<file path="config.mk">
export PLATFORM = sky130hd
export DESIGN_NAME = moving_average_smoother_flat
export DESIGN_NICKNAME = d
export VERILOG_FILES = /design/src/rtl/mas_pkg.sv /design/src/rtl/mas_if.sv /design/src/rtl/mas_ram.sv /design/src/rtl/moving_average_smoother.sv /design/src/flat_wrapper.sv
export SDC_FILE = /design/constraint.sdc
export NUM_CORES = 1
export LEC_CHECK = 0
export BUFFER_PORTS_ARGS = -buffer_cell sky130_fd_sc_hd__buf_2
export CORE_MARGIN = 8
export CORE_UTILIZATION = 50
export DETAILED_ROUTE_END_ITERATION = 6
export PLACE_DENSITY = 0.72
export SLEW_MARGIN = 40
export SYNTH_ARGS = -nofsm -noshare
export SYNTH_HDL_FRONTEND = slang
export SYNTH_SLANG_ARGS = --single-unit
</file>
<file path="constraint.sdc">
create_clock -name i_clk -period 3.9 [get_ports i_clk]
set_clock_uncertainty 0.15 [all_clocks]
set_input_delay 0.39 -clock i_clk [delete_from_list [all_inputs] [get_ports i_clk]]
set_output_delay 0.39 -clock i_clk [all_outputs]
set_load 0.03 [all_outputs]
</file>
<file path="src/rtl/mas_pkg.sv">
package mas_pkg;

    // Counter width for the per-sequence sample count (wraps modulo 2^16)
    localparam int CNT_W  = 16;
    localparam int MODE_W = 2;
    localparam int WLEN_W = 6;
    localparam int CFG_IDX_W  = 1;
    localparam int CFG_DATA_W = WLEN_W;

    // Configuration register indexes
    localparam logic [CFG_IDX_W-1:0] CFG_MODE = 1'd0;
    localparam logic [CFG_IDX_W-1:0] CFG_WLEN = 1'd1;

    // Window placement codes; the unused code behaves as forward
    localparam logic [MODE_W-1:0] MODE_FWD = 2'd0;
    localparam logic [MODE_W-1:0] MODE_BWD = 2'd1;
    localparam logic [MODE_W-1:0] MODE_CTR = 2'd2;

    typedef enum logic [6:0] {
        ST_IDLE  = 7'b0000001,
        ST_CHECK = 7'b0000010,
        ST_PREP  = 7'b0000100,
        ST_SUM   = 7'b0001000,
        ST_TAIL  = 7'b0010000,
        ST_DIV   = 7'b0100000,
        ST_LOAD  = 7'b1000000
    } t_state;

endpackage

</file>
<file path="src/rtl/mas_if.sv">
interface mas_in_if #(
    parameter int SAMPLE_BITS = 16
) ();
    logic                          valid;
    logic                          ready;
    logic signed [SAMPLE_BITS-1:0] sample;
    logic                          is_last;

    modport source (output valid, sample, is_last, input ready);
    modport sink   (input valid, sample, is_last, output ready);
endinterface

interface mas_out_if #(
    parameter int SAMPLE_BITS = 16
) ();
    logic                          valid;
    logic                          ready;
    logic signed [SAMPLE_BITS-1:0] average;
    logic                          empty_window;
    logic                          last_out;

    modport source (output valid, average, empty_window, last_out, input ready);
    modport sink   (input valid, average, empty_window, last_out, output ready);
endinterface

</file>
<file path="src/rtl/mas_ram.sv">
module mas_ram #(
    parameter int WIDTH = 16,
    parameter int DEPTH = 64
) (
    input  logic                     i_clk,
    input  logic                     i_we,
    input  logic [$clog2(DEPTH)-1:0] i_waddr,
    input  logic [WIDTH-1:0]         i_wdata,
    input  logic [$clog2(DEPTH)-1:0] i_raddr,
    output logic [WIDTH-1:0]         o_rdata
);
    logic [WIDTH-1:0] r_mem [DEPTH];
    logic [WIDTH-1:0] r_rdata;

    always_ff @(posedge i_clk) begin
        if (i_we) begin
            r_mem[i_waddr] <= i_wdata;
        end
        r_rdata <= r_mem[i_raddr];
    end

    assign o_rdata = r_rdata;
endmodule

</file>
<file path="src/rtl/moving_average_smoother.sv">
// Streaming moving-average smoother.
// Input channel i_in carries one sample and an is_last marker per request;
// output channel o_out carries one window mean per request, with an
// empty-window flag and a last_out marker on the final result of a sequence.
// Configuration (mode, window_len) is written through i_cfg_we/i_cfg_idx/
// i_cfg_data; the user must write it only while the block is idle, as the
// block itself does not enforce this. Each sample is accepted in the idle
// state and then checked for released results. Every released result then
// sums len terms (len = window length in samples) through the single ring
// read port and adder, then the restoring divider yields one quotient bit
// per cycle of the SUM_W-bit sum (SUM_W = SAMPLE_BITS + clog2(WINDOW_MAX)
// + 1, i.e. 22 at the defaults). An empty window skips both.
// A request carrying is_last releases every pending result and then
// restarts the sequence. i_in.ready is high only while the sequencer is idle.
// Results sit in an output register; the sequencer keeps working while one
// waits and stalls only when a second result is ready before the first
// is taken. Reset clears the sequence state, sets mode to forward and
// window_len to 1, and drops o_out.valid; the ring needs no clearing.
module moving_average_smoother
    import mas_pkg::*;
#(
    parameter int WINDOW_MAX  = 32,
    parameter int RING_DEPTH  = 64,
    parameter int SAMPLE_BITS = 16
) (
    input  logic                  i_clk,
    input  logic                  i_rst_n,
    mas_in_if.sink                i_in,
    mas_out_if.source             o_out,
    input  logic                  i_cfg_we,
    input  logic [CFG_IDX_W-1:0]  i_cfg_idx,
    input  logic [CFG_DATA_W-1:0] i_cfg_data
);
    localparam int LEN_W  = $clog2(WINDOW_MAX + 1);
    localparam int OFS_W  = $clog2(WINDOW_MAX) + 3;
    localparam int AW     = $clog2(RING_DEPTH);
    localparam int SUM_W  = SAMPLE_BITS + $clog2(WINDOW_MAX) + 1;
    localparam int DCNT_W = $clog2(SUM_W + 1);

    t_state r_state, n_state;

    logic [MODE_W-1:0]  r_mode;
    logic [WLEN_W-1:0]  r_wlen;

    logic [AW-1:0]      r_wp;
    logic [AW-1:0]      r_newest;
    logic [CNT_W-1:0]   r_seen;
    logic [LEN_W-1:0]   r_pending;
    logic               r_last;
    logic signed [SAMPLE_BITS-1:0] r_first;

    logic signed [OFS_W-1:0] r_back;
    logic [OFS_W-1:0]   r_red;
    logic [AW-1:0]      r_slot;
    logic [LEN_W-1:0]   r_cnt;
    logic               r_pvld;
    logic               r_use_first;
    logic signed [SUM_W-1:0] r_sum;

    logic [SUM_W-1:0]   r_dq;
    logic [LEN_W-1:0]   r_rem;
    logic [DCNT_W-1:0]  r_dcnt;
    logic               r_neg;
    logic               r_empty;

    logic               r_ovalid;
    logic signed [SAMPLE_BITS-1:0] r_oavg;
    logic               r_oempty;
    logic               r_olast;

    logic in_acc;
    logic [SAMPLE_BITS-1:0] ram_rd;

    // Window geometry from the configuration
    logic [LEN_W-1:0] w, half, hi, len, lo_mag;
    logic             start;
    logic [OFS_W-1:0] back0;

    always_comb begin
        if (int'(r_wlen) > WINDOW_MAX) begin
            w = LEN_W'(WINDOW_MAX);
        end else begin
            w = LEN_W'(r_wlen);
        end
        half = w >> 1;
        unique case (r_mode)
            MODE_BWD: begin
                hi = '0;  len = w;  lo_mag = w;
            end
            MODE_CTR: begin
                hi = half;  len = half << 1;  lo_mag = half;
            end
            default: begin
                hi = w;  len = w;  lo_mag = '0;
            end
        endcase
    end

    assign start = (r_pending != '0) && (r_last || (r_pending >= hi));
    assign back0 = OFS_W'(r_pending) + OFS_W'(lo_mag) - OFS_W'(1);

    // Ring term selection
    logic [CNT_W-1:0] k;
    logic             use_first_now;
    logic signed [SAMPLE_BITS-1:0] term;
    logic signed [SUM_W-1:0] sum_next;
    logic [SUM_W-1:0] sum_mag;

    assign k             = r_seen - CNT_W'(1);
    assign use_first_now = (r_back > 0) && (CNT_W'($unsigned(r_back)) > k);
    assign term          = r_use_first ? r_first : $signed(ram_rd);
    assign sum_next      = r_sum + SUM_W'(term);
    assign sum_mag       = sum_next[SUM_W-1] ? $unsigned(-sum_next) : $unsigned(sum_next);

    // Restoring divide step
    logic [LEN_W:0] div_trial;
    logic           div_ge;
    logic [LEN_W:0] div_diff;

    assign div_trial = {r_rem, r_dq[SUM_W-1]};
    assign div_ge    = div_trial >= {1'b0, len};
    assign div_diff  = div_trial - {1'b0, len};

    logic signed [SUM_W-1:0] quot_s;
    logic                    out_free;
    logic                    out_load;

    assign quot_s   = r_neg ? -$signed(r_dq) : $signed(r_dq);
    assign out_free = !r_ovalid || o_out.ready;
    assign out_load = (r_state == ST_LOAD) && out_free;

    assign in_acc      = i_in.valid && i_in.ready;
    assign i_in.ready  = (r_state == ST_IDLE);

    assign o_out.valid        = r_ovalid;
    assign o_out.average      = r_oavg;
    assign o_out.empty_window = r_oempty;
    assign o_out.last_out     = r_olast;

    mas_ram #(
        .WIDTH(SAMPLE_BITS),
        .DEPTH(RING_DEPTH)
    ) u_ring (
        .i_clk  (i_clk),
        .i_we   (in_acc),
        .i_waddr(r_wp),
        .i_wdata(i_in.sample),
        .i_raddr(r_slot),
        .o_rdata(ram_rd)
    );

    always_comb begin
        n_state = r_state;
        unique case (r_state)
            ST_IDLE:  if (in_acc) begin
                n_state = ST_CHECK;
            end
            ST_CHECK: begin
                if (!start) begin
                    n_state = ST_IDLE;
                end else if (len == '0) begin
                    n_state = ST_LOAD;
                end else begin
                    n_state = ST_PREP;
                end
            end
            ST_PREP:  if (r_red < OFS_W'(RING_DEPTH) || int'(r_red) < RING_DEPTH) begin
                n_state = ST_SUM;
            end
            ST_SUM:   if (r_cnt == LEN_W'(1)) begin
                n_state = ST_TAIL;
            end
            ST_TAIL:  n_state = ST_DIV;
            ST_DIV:   if (r_dcnt == DCNT_W'(1)) begin
                n_state = ST_LOAD;
            end
            ST_LOAD:  if (out_free) begin
                n_state = ST_CHECK;
            end
            default:  n_state = ST_IDLE;
        endcase
    end

    always_ff @(posedge i_clk) begin
        if (!i_rst_n) begin
            r_state   <= ST_IDLE;
            r_mode    <= MODE_FWD;
            r_wlen    <= WLEN_W'(1);
            r_wp      <= '0;
            r_newest  <= '0;
            r_seen    <= '0;
            r_pending <= '0;
            r_last    <= 1'b0;
            r_first   <= '0;
            r_ovalid  <= 1'b0;
        end else begin
            r_state <= n_state;

            if (i_cfg_we) begin
                unique case (i_cfg_idx)
                    CFG_MODE: r_mode <= i_cfg_data[MODE_W-1:0];
                    CFG_WLEN: r_wlen <= i_cfg_data;
                    default:  ;
                endcase
            end

            if (out_load) begin
                r_ovalid <= 1'b1;
            end else if (o_out.ready) begin
                r_ovalid <= 1'b0;
            end

            unique case (r_state)
                ST_IDLE: begin
                    if (in_acc) begin
                        r_newest  <= r_wp;
                        r_wp      <= (r_wp == AW'(RING_DEPTH - 1)) ? '0 : r_wp + AW'(1);
                        r_seen    <= r_seen + CNT_W'(1);
                        r_pending <= r_pending + LEN_W'(1);
                        r_last    <= i_in.is_last;
                        if (r_seen == '0) begin
                            r_first <= i_in.sample;
                        end
                    end
                end
                ST_CHECK: begin
                    if (!start) begin
                        // restart the sequence after the final flush
                        if (r_last) begin
                            r_first   <= '0;
                            r_wp      <= '0;
                            r_seen    <= '0;
                            r_pending <= '0;
                            r_last    <= 1'b0;
                        end
                    end else begin
                        r_back      <= $signed(back0);
                        r_red       <= back0;
                        r_cnt       <= len;
                        r_sum       <= '0;
                        r_pvld      <= 1'b0;
                        r_use_first <= 1'b0;
                        r_dq        <= '0;
                        r_neg       <= 1'b0;
                        r_empty     <= (len == '0);
                    end
                end
                ST_PREP: begin
                    if (int'(r_red) >= RING_DEPTH) begin
                        r_red <= r_red - OFS_W'(RING_DEPTH);
                    end else if (r_newest >= AW'(r_red)) begin
                        r_slot <= r_newest - AW'(r_red);
                    end else begin
                        r_slot <= r_newest + AW'(RING_DEPTH) - AW'(r_red);
                    end
                end
                ST_SUM: begin
                    if (r_pvld) begin
                        r_sum <= sum_next;
                    end
                    r_pvld      <= 1'b1;
                    r_use_first <= use_first_now;
                    // positions past the newest sample stay on the newest slot
                    if (r_back > 0) begin
                        r_slot <= (r_slot == AW'(RING_DEPTH - 1)) ? '0 : r_slot + AW'(1);
                    end
                    r_back <= r_back - OFS_W'(1);
                    r_cnt  <= r_cnt - LEN_W'(1);
                end
                ST_TAIL: begin
                    r_neg  <= sum_next[SUM_W-1];
                    r_dq   <= sum_mag;
                    r_rem  <= '0;
                    r_dcnt <= DCNT_W'(SUM_W);
                end
                ST_DIV: begin
                    if (div_ge) begin
                        r_rem <= div_diff[LEN_W-1:0];
                    end else begin
                        r_rem <= div_trial[LEN_W-1:0];
                    end
                    r_dq   <= {r_dq[SUM_W-2:0], div_ge};
                    r_dcnt <= r_dcnt - DCNT_W'(1);
                end
                ST_LOAD: begin
                    if (out_free) begin
                        r_oavg    <= quot_s[SAMPLE_BITS-1:0];
                        r_oempty  <= r_empty;
                        r_olast   <= r_last && (r_pending == LEN_W'(1));
                        r_pending <= r_pending - LEN_W'(1);
                    end
                end
                default: ;
            endcase
        end
    end
endmodule

</file>
<file path="src/flat_wrapper.sv">
// flat-port wrapper written by rule: the top's interface ports become plain ports
module moving_average_smoother_flat import mas_pkg::*;
#(
    parameter int WINDOW_MAX  = 32,
    parameter int RING_DEPTH  = 64,
    parameter int SAMPLE_BITS = 16
)
  (i_clk, i_rst_n, i_cfg_we, i_cfg_idx, i_cfg_data, i_in_valid, i_in_sample, i_in_is_last, i_in_ready, o_out_valid, o_out_average, o_out_empty_window, o_out_last_out, o_out_ready);
  mas_in_if #(.SAMPLE_BITS(SAMPLE_BITS)) i_in_i ();
  mas_out_if #(.SAMPLE_BITS(SAMPLE_BITS)) o_out_i ();
  input  logic i_clk;
  input  logic i_rst_n;
  input  logic i_cfg_we;
  input  logic [CFG_IDX_W-1:0] i_cfg_idx;
  input  logic [CFG_DATA_W-1:0] i_cfg_data;
  input wire logic [$bits(i_in_i.valid)-1:0] i_in_valid;
  input wire logic [$bits(i_in_i.sample)-1:0] i_in_sample;
  input wire logic [$bits(i_in_i.is_last)-1:0] i_in_is_last;
  output wire logic [$bits(i_in_i.ready)-1:0] i_in_ready;
  output wire logic [$bits(o_out_i.valid)-1:0] o_out_valid;
  output wire logic [$bits(o_out_i.average)-1:0] o_out_average;
  output wire logic [$bits(o_out_i.empty_window)-1:0] o_out_empty_window;
  output wire logic [$bits(o_out_i.last_out)-1:0] o_out_last_out;
  input wire logic [$bits(o_out_i.ready)-1:0] o_out_ready;
  assign i_in_i.valid = i_in_valid;
  assign i_in_i.sample = i_in_sample;
  assign i_in_i.is_last = i_in_is_last;
  assign i_in_ready = i_in_i.ready;
  assign o_out_valid = o_out_i.valid;
  assign o_out_average = o_out_i.average;
  assign o_out_empty_window = o_out_i.empty_window;
  assign o_out_last_out = o_out_i.last_out;
  assign o_out_i.ready = o_out_ready;
  moving_average_smoother #(.WINDOW_MAX(WINDOW_MAX), .RING_DEPTH(RING_DEPTH), .SAMPLE_BITS(SAMPLE_BITS)) u_core (.i_clk(i_clk), .i_rst_n(i_rst_n), .i_in(i_in_i), .o_out(o_out_i), .i_cfg_we(i_cfg_we), .i_cfg_idx(i_cfg_idx), .i_cfg_data(i_cfg_data));
endmodule
</file>
==> impl_metrics.ini, run 1 <==
[power_and_ir_drop]
swShare = 0.218
p_leak_nw = 19.7
p_comb_frac = 0.066
clkPwrFrac = 0.417
p_int_w = 0.0218
switchingPower_w = 0.00608
p_per_area_nw_per_um2 = 480
ir_worst_vdd_v = 0.000434
p_seq_frac = 0.517

[layout]
multi_input_area_um2 = 14500
fin_nets = 3519
area_growth_syn_to_layout_pct = 14.7
drive_gt1_frac = 0.201
seq_area_um2 = 35600
stdcell_count = 4874
fill_cells = 7414
post-route-cell-area_um2 = 58100

[synth]
netlist_top_cells_area = edfxtp_1 67%, mux4_2 6.4%, mux2i_1 4.0%
synth_cell_type_count = 74
yosys_warnings = 0
synth_edf_count = 1129
ys_seq_area_frac = 0.702
netlist_area_um2 = 50700
syn_avg_cell_area_um2 = 15.8
yosysTopAreaCellShare = 0.669
synth_common_cells = 1129 x edfxtp_1, 219 x a21oi_1, 202 x mux2i_1
async_flop_share = 0
postSynthCellCount = 3201
syn_nets = 3306
yosysMostFrequentCell = edfxtp_1
synth_flop_cell = edfxtp_1
synth-seq-cells = 1212
synth_top_area_cell = edfxtp_1

[die]
rows = 116
die_w_um = 334
coreArea_um2 = 100000
ios = 49
die_y_um = 334
dieArea_um2 = 112000
start_util = 0.505

[clock_tree]
tritoncts = built
cts.htree.levels = 3
cts.clk_slew.worst_paths_ns = 0.06
clk_latency_ns = 0.73
cts_buffers = 119
cts_buffer_depth = 3
clock-root-buffer = clkbuf_16
clock_sinks = 1212

[drt]
drt_iter0_drc = 3163
vias = 29040
wl_per_cell_um = 24.6
drt_pass1_iterations = 6
drc = 0
ant_nets = 0
via_per_inst = 5.96
wl_um = 120000

[placed_design]
placed_area_um2 = 53700
gp_congestion = 0.833
hpwlAfterDp_um = 73800
placedCellCount = 4626
port-buffer-count = 48

[timing]
min_period_ns = 3.84
fmax_ghz = 0.260
finalHoldViolCount = 0
slew_headroom = 0.456
fin_hold_ws_ns = 0.0457
setup_viol = 0
tightest_slew_ns = 0.816
maxSlewViolCount = 0
finalSetupTns_ns = 0
rsz0062_at_grt = yes
min_period_over_period = 0.985

[grt]
grt_pass1_vias = 28410
grt.overflow.total = 0
grt_pass1_wl_um = 180000
grt_usage = 0.210
antenna_found_initial = 3
grt_max_degree = 103

[worst_hold_path]
hold_path.class = in -> reg
min_from = i_in_sample[2]
holdPathStages = 1
holdPathEnd = u_core.u_ring.r_mem[54][2]$_DFFE_PP_

[setup_path]
arrival_ns = 4.12
r2r-start = u_core.r_use_first$_SDFFCE_PN0P_
critPathMaxFanout = 5
crit_path_end_kind = flop
r2r_cells = 13
required_ns = 4.18
critPathKind = reg -> reg
start_kind = flop
reg2reg_to = u_core.r_dq[20]$_DFFE_PP_
reg2reg_slack_ns = 0.06

[status]
status = finished, final reports clean

[run]
cap_violations = 0
per-layer routing:
layer  track usage  wire (um)  vias to the layer above
met1         0.290      50200                    14690
met5             0          0                        -
li1              -          -                    12962
met3        0.0348       8600                      192
met2         0.340      57300                     1196
met4        0.0664       3650                        0
cells by family after synthesis:
logic type | share of synthesized area
flops | 0.702
compound gates | 0.0705
simple gates | 0.0517
mux | 0.122
buf+inv | 0.0170
xor+xnor | 0.0179
fa+ha+maj | 0.0194
power by group through the flow:
| stage | Combinational, W | Clock (W) | Sequential, W |
|---|---|---|---|
| after floorplan | 0.00108 | 0 | 0.0147 |
| after global placement | 0.00170 | 0 | 0.0147 |
| after detailed placement | 0.00175 | 0 | 0.0147 |
| after CTS | 0.00177 | 0.0118 | 0.0144 |
| after global routing | 0.00203 | 0.0123 | 0.0144 |
| final | 0.00184 | 0.0116 | 0.0144 |
stage by stage:
stage | setup WS [ns] | util | total power, W
finish | 0.0572 | 0.580 | 0.0279
CTS | 0.00601 | 0.578 | 0.0280
global route | -0.0852 | 0.580 | 0.0287
detailed placement | -0.0101 | 0.536 | 0.0165
floorplan | 0.0207 | - | 0.0158
global placement | 0.0529 | 0.535 | 0.0164
placed cells by master, fill, tap and decap left out, drive strengths merged, types with 18 or more instances in the layout:
cell | Yosys | routed
dlygate4sd3 | 0 | 18
inv | 55 | 63
xnor2 | 59 | 59
mux2i | 202 | 202
buf | 40 | 244
o21ai | 138 | 138
nand2 | 192 | 192
nor3 | 23 | 23
mux2 | 80 | 80
nand3 | 35 | 35
mux4 | 144 | 144
nor2 | 200 | 200
o22ai | 74 | 74
clkbuf | 130 | 143
a21oi | 221 | 221
clkinv | 1 | 52
edfxtp | 1129 | 1129
a22o | 18 | 18
ha | 72 | 72
o221ai | 65 | 65
xor2 | 44 | 44
dfxtp | 83 | 83
worst max-delay path by stage:
stage | from | end | slack (ns) | depth (start not counted)
5_1_grt | u_core.r_use_first$_SDFFCE_PN0P_ | u_core.r_dq[20]$_DFFE_PP_ | -0.09 | 13
6_report | u_core.r_use_first$_SDFFCE_PN0P_ | u_core.r_dq[20]$_DFFE_PP_ | 0.06 | 13
4_1_cts | u_core.r_use_first$_SDFFCE_PN0P_ | u_core.r_dq[20]$_DFFE_PP_ | 0.006 | 13
3_5_place_dp | u_core.r_use_first$_SDFFCE_PN0P_ | u_core.r_dq[20]$_DFFE_PP_ | -0.01 | 13
2_1_floorplan | u_core.r_use_first$_SDFFCE_PN0P_ | u_core.r_dq[20]$_DFFE_PP_ | 0.02 | 14
3_3_place_gp | u_core.r_use_first$_SDFFCE_PN0P_ | u_core.r_dq[20]$_DFFE_PP_ | 0.05 | 12
registers in the layout, summed over array words and instances (netlist names), 7 cells and up:
signal / flops
u_core.u_ring.o_rdata: 16
u_core.r_dq: 22
u_core.u_ring.r_mem: 1024
u_core.o_out.average: 16
u_core.r_state: 7
u_core.r_first: 16
u_core.r_back: 8
u_core.r_red: 8
u_core.r_sum: 22
u_core.r_seen: 16
critical path: stages (launching register included):
cell and delay (ns):
edfxtp_1 0.40, mux2_2 0.36, ha_1 0.22, fa_2 0.40
a21oi_4 0.19, o21bai_1 0.10, xnor2_1 0.27, nor3b_2 0.24
buf_4 0.14, nand3_2 0.09, or4_4 0.56, o31ai_4 0.27
xnor2_1 0.14, o21ai_1 0.07
repair_timing:
item | CTS | global route
hold endpoints to repair | 21 | 0
gates resized for setup | 4 | 35
setup endpoints to repair | 8 | 45
pin swaps | 0 | 16
hold buffers | 18 | 0
buffers inserted | 0 | 4
layout make-up:
| class | count | share of cell area |
|---|---|---|
| Clock buffer | 143 | 0.0535 |
| Inverter | 56 | 0.00362 |
| Timing Repair Buffer | 262 | 0.0379 |
| Multi-Input combinational cell | 1763 | 0.249 |
| Antenna cell | 3 | 0.000129 |
| Tap cell | 1357 | 0.0292 |
| Sequential cell | 1212 | 0.612 |
| Clock inverter | 78 | 0.0153 |
Note: power is estimated with default switching activity, not from simulation.
==> run 2, diff against run 1 <==
--- a/config.mk
+++ b/config.mk
@@ -13,4 +13,5 @@
 export SLEW_MARGIN = 40
 export SYNTH_ARGS = -nofsm -noshare
 export SYNTH_HDL_FRONTEND = slang
+export SYNTH_HIERARCHICAL = 1
 export SYNTH_SLANG_ARGS = --single-unit
==> run 2 against run 1 <==
Compared with the run above:
- critical path depth unchanged
- highest routed layer unchanged
- routed wire length increased by 1.4%
- worst setup slack improved by 0.060 ns
- worst hold slack got worse by 0.024 ns
- critical endpoint is now u_core/r_dq[20]$_DFFE_PP_
- first-iteration DRC count decreased by 5.4%
==> impl_metrics.ini, run 2 <==
[status]
status = finished, final reports clean

[layout]
mostFrequentLayoutCells = 1129 x edfxtp_1, 221 x mux4_2, 191 x nor2_1, 168 x buf_4, 157 x nand2_1
largest_reg_flops = 1024
fill_cells = 7578
fin_nets = 3330
seq_area_um2 = 35600
layout_commonest_cell = edfxtp_1
reg.largest.list = u_core/u_ring/r_mem: 1024 flops, u_core/r_dq: 22 flops, u_core/r_sum: 22 flops
drive_gt1_frac = 0.207
fin_util = 0.568
stdcell_count = 4682
multi_input_area_um2 = 14400
area_growth_syn_to_layout_pct = 13.0
regMostFlops = u_core/u_ring/r_mem

[setup_path]
critPathMaxFanout = 15
reg2reg_to = u_core/r_dq[20]$_DFFE_PP_
critPathBufInv = 1
reg2reg_slack_ns = 0.12
cp-endpoint = u_core/r_dq[20]$_DFFE_PP_
slowest_delay_ns = 0.41
cp_top_family = simple AND/OR/NAND/NOR gates
crit_path_end_kind = flop
cp.depth = 13
critPathSlowestCell = edfxtp_1
critPathKind = reg -> reg
worstPathCellList = buf_12 -> mux2_2 -> ha_1 -> nor2b_2 -> o211ai_2 -> nand2_2 -> a211oi_4 -> xor2_2 -> nand4_2 -> nor4b_4 -> a41oi_1 -> xnor2_1 -> o21ai_1
required_ns = 4.19
start_kind = flop
r2r_cells = 13
startpoint = u_core/r_use_first$_SDFFCE_PN0P_
r2r-start = u_core/r_use_first$_SDFFCE_PN0P_
arrival_ns = 4.07

[synth]
synth_flop_cell = edfxtp_1
synth_top_area_cell = edfxtp_1
ys_seq_area_frac = 0.697
synth_cell_type_count = 87
postSynthCellCount = 3024
async_flop_share = 0
yosysMostFrequentCell = edfxtp_1
synth_common_cells = 1129 x edfxtp_1, 221 x mux4_2, 193 x nor2_1
syn_nets = 3134
synth_edf_count = 1129
netlist_top_cells_area = edfxtp_1 66%, mux4_2 9.8%, dfxtp_1 3.3%
netlist_area_um2 = 51000
yosysTopAreaCellShare = 0.665
syn_avg_cell_area_um2 = 16.9
synth-seq-cells = 1212
yosys_warnings = 6

[timing]
setup_viol = 0
min_period_ns = 3.78
finalSetupTns_ns = 0
finalHoldViolCount = 0
fin_ws_ns = 0.117
tightest_slew_ns = 0.826
slew_headroom = 0.448
fmax_ghz = 0.264
rsz0062_at_grt = yes
fin_hold_ws_ns = 0.0220
maxSlewViolCount = 0
min_period_over_period = 0.970

[grt]
grt_pass1_vias = 29022
antenna_found_initial = 1
grt_max_degree = 73
grt_pass1_wl_um = 182000
grt.overflow.total = 0
grt_usage = 0.213

[placed_design]
hpwlAfterDp_um = 75600
dp_slack_ns = 0.0860
gp_congestion = 0.914
placedCellCount = 4453
port-buffer-count = 48

[clock_tree]
tritoncts = built
cts_buffers = 115
clock_sinks = 1212
cts.htree.levels = 3
clk_latency_ns = 0.73
cts.clk_slew.worst_paths_ns = 0.07
clock-root-buffer = clkbuf_16
cts_buffer_depth = 3

[power_and_ir_drop]
p_seq_frac = 0.521
p_int_w = 0.0216
p_comb_frac = 0.079
ir_worst_vdd_v = 0.000423
p_per_area_nw_per_um2 = 484
p_leak_nw = 19.2
switchingPower_w = 0.00632
swShare = 0.226
clkPwrFrac = 0.401

[die]
die_w_um = 335
rows = 117
die_y_um = 335
ios = 49
coreArea_um2 = 101000
start_util = 0.503
dieArea_um2 = 112000

[drt]
drc = 0
drt_iter0_drc = 2993
ant_nets = 0
drt_pass1_iterations = 6
wl_um = 121000
wl_per_cell_um = 25.9
vias = 28503
via_per_inst = 6.09

[worst_hold_path]
holdPathStages = 1
hold_path.class = in -> reg

[run]
cap_violations = 0
==> run 2: changes by cell type after synthesis, moves of 33 or more <==
| cell | previous run | this run |
|---|---|---|
| o22ai_1 | 74 | 5 |
| nand3_1 | 34 | 75 |
| mux2_2 | 80 | 26 |
| mux2i_1 | 202 | 97 |
| o221ai_1 | 65 | 2 |
| a22oi_1 | 0 | 66 |
| o21ai_0 | 130 | 54 |
| nand2_1 | 190 | 157 |
| clkbuf_1 | 130 | 85 |
| nor2b_1 | 14 | 50 |
| a21oi_1 | 219 | 72 |
| mux4_2 | 144 | 221 |
==> run 2: final cells by class <==
class	count	area share
Inverter	66	0.00430
Sequential cell	1212	0.617
Antenna cell	2	0.0000868
Clock buffer	143	0.0533
Tap cell	1368	0.0297
Clock inverter	66	0.0124
Timing Repair Buffer	237	0.0331
Multi-Input combinational cell	1588	0.250
==> run 2: how the worst min path moves through the flow <==
stage                                                        to                            start  slack, ns
after CTS                 u_core/u_ring/r_mem[31][10]$_DFFE_PP_                  i_in_sample[10]      0.005
after detailed placement        u_core/r_first[14]$_SDFFE_PN0P_  u_core/r_first[14]$_SDFFE_PN0P_       0.31
after global routing       u_core/u_ring/r_mem[31][5]$_DFFE_PP_                   i_in_sample[5]      0.006
after global placement          u_core/r_first[14]$_SDFFE_PN0P_  u_core/r_first[14]$_SDFFE_PN0P_       0.30
final                      u_core/u_ring/r_mem[31][5]$_DFFE_PP_                   i_in_sample[5]       0.02
after floorplan             u_core/o_out.empty_window$_DFFE_PP_         u_core/r_empty$_DFFE_PP_       0.25
==> run 2: power groups by stage <==
stage                     logic, W  registers (W)  clock network (W)
after floorplan            0.00141         0.0147                  0
after global placement     0.00205         0.0148                  0
after detailed placement   0.00212         0.0148                  0
after CTS                  0.00214         0.0145             0.0113
after global routing       0.00242         0.0145             0.0118
final                      0.00219         0.0145             0.0112
==> run 2: per-layer routing <==
metal / global-route usage / up-vias / routed length [um] / part of all wire
met5: 0 / - / 0 / 0
met4: 0.0866 / 0 / 5130 / 0.042
met3: 0.0336 / 228 / 9490 / 0.078
met2: 0.355 / 1301 / 59400 / 0.49
met1: 0.281 / 14629 / 47300 / 0.39
li1: - / 12345 / - / -
==> run 2: cell families (layout without fill, tap and decap cells) <==
family	Yosys count	count (layout)	synth area share
DFF	1212	1212	0.697
and+or+nand+nor	653	653	0.0634
AOI/OAI and AO/OA	405	405	0.0552
muxes	346	346	0.123
buffers and inverters	224	512	0.0225
xor gates and xnor gates	103	103	0.0178
adders and majority gates	81	81	0.0205
other	0	2	0
==> run 2: worst reg2reg max path: cells and delay by family (launching register included) <==
family / cells / cell delay [ns]
DFF: 1 / 0.41
xor gates and xnor gates: 2 / 0.40
and+or+nand+nor: 4 / 0.85
AOI/OAI and AO/OA: 4 / 0.85
muxes: 1 / 0.35
adders and majority gates: 1 / 0.35
buffers and inverters: 1 / 0.17
==> run 2: per-stage QoR <==
stage | instance area [um2] | power, W
after floorplan | 51000 | 0.0162
after global placement | 53500 | 0.0168
after detailed placement | 53500 | 0.0169
after CTS | 57500 | 0.0280
after global routing | 57600 | 0.0288
final | 57600 | 0.0279
==> run 2: repair_timing <==
action                                 CTS  global route
buffers inserted                         0             1
setup endpoints to repair                0            17
resized for setup                        0            18
endpoints found under the hold margin   12             3
hold buffers                            16             1
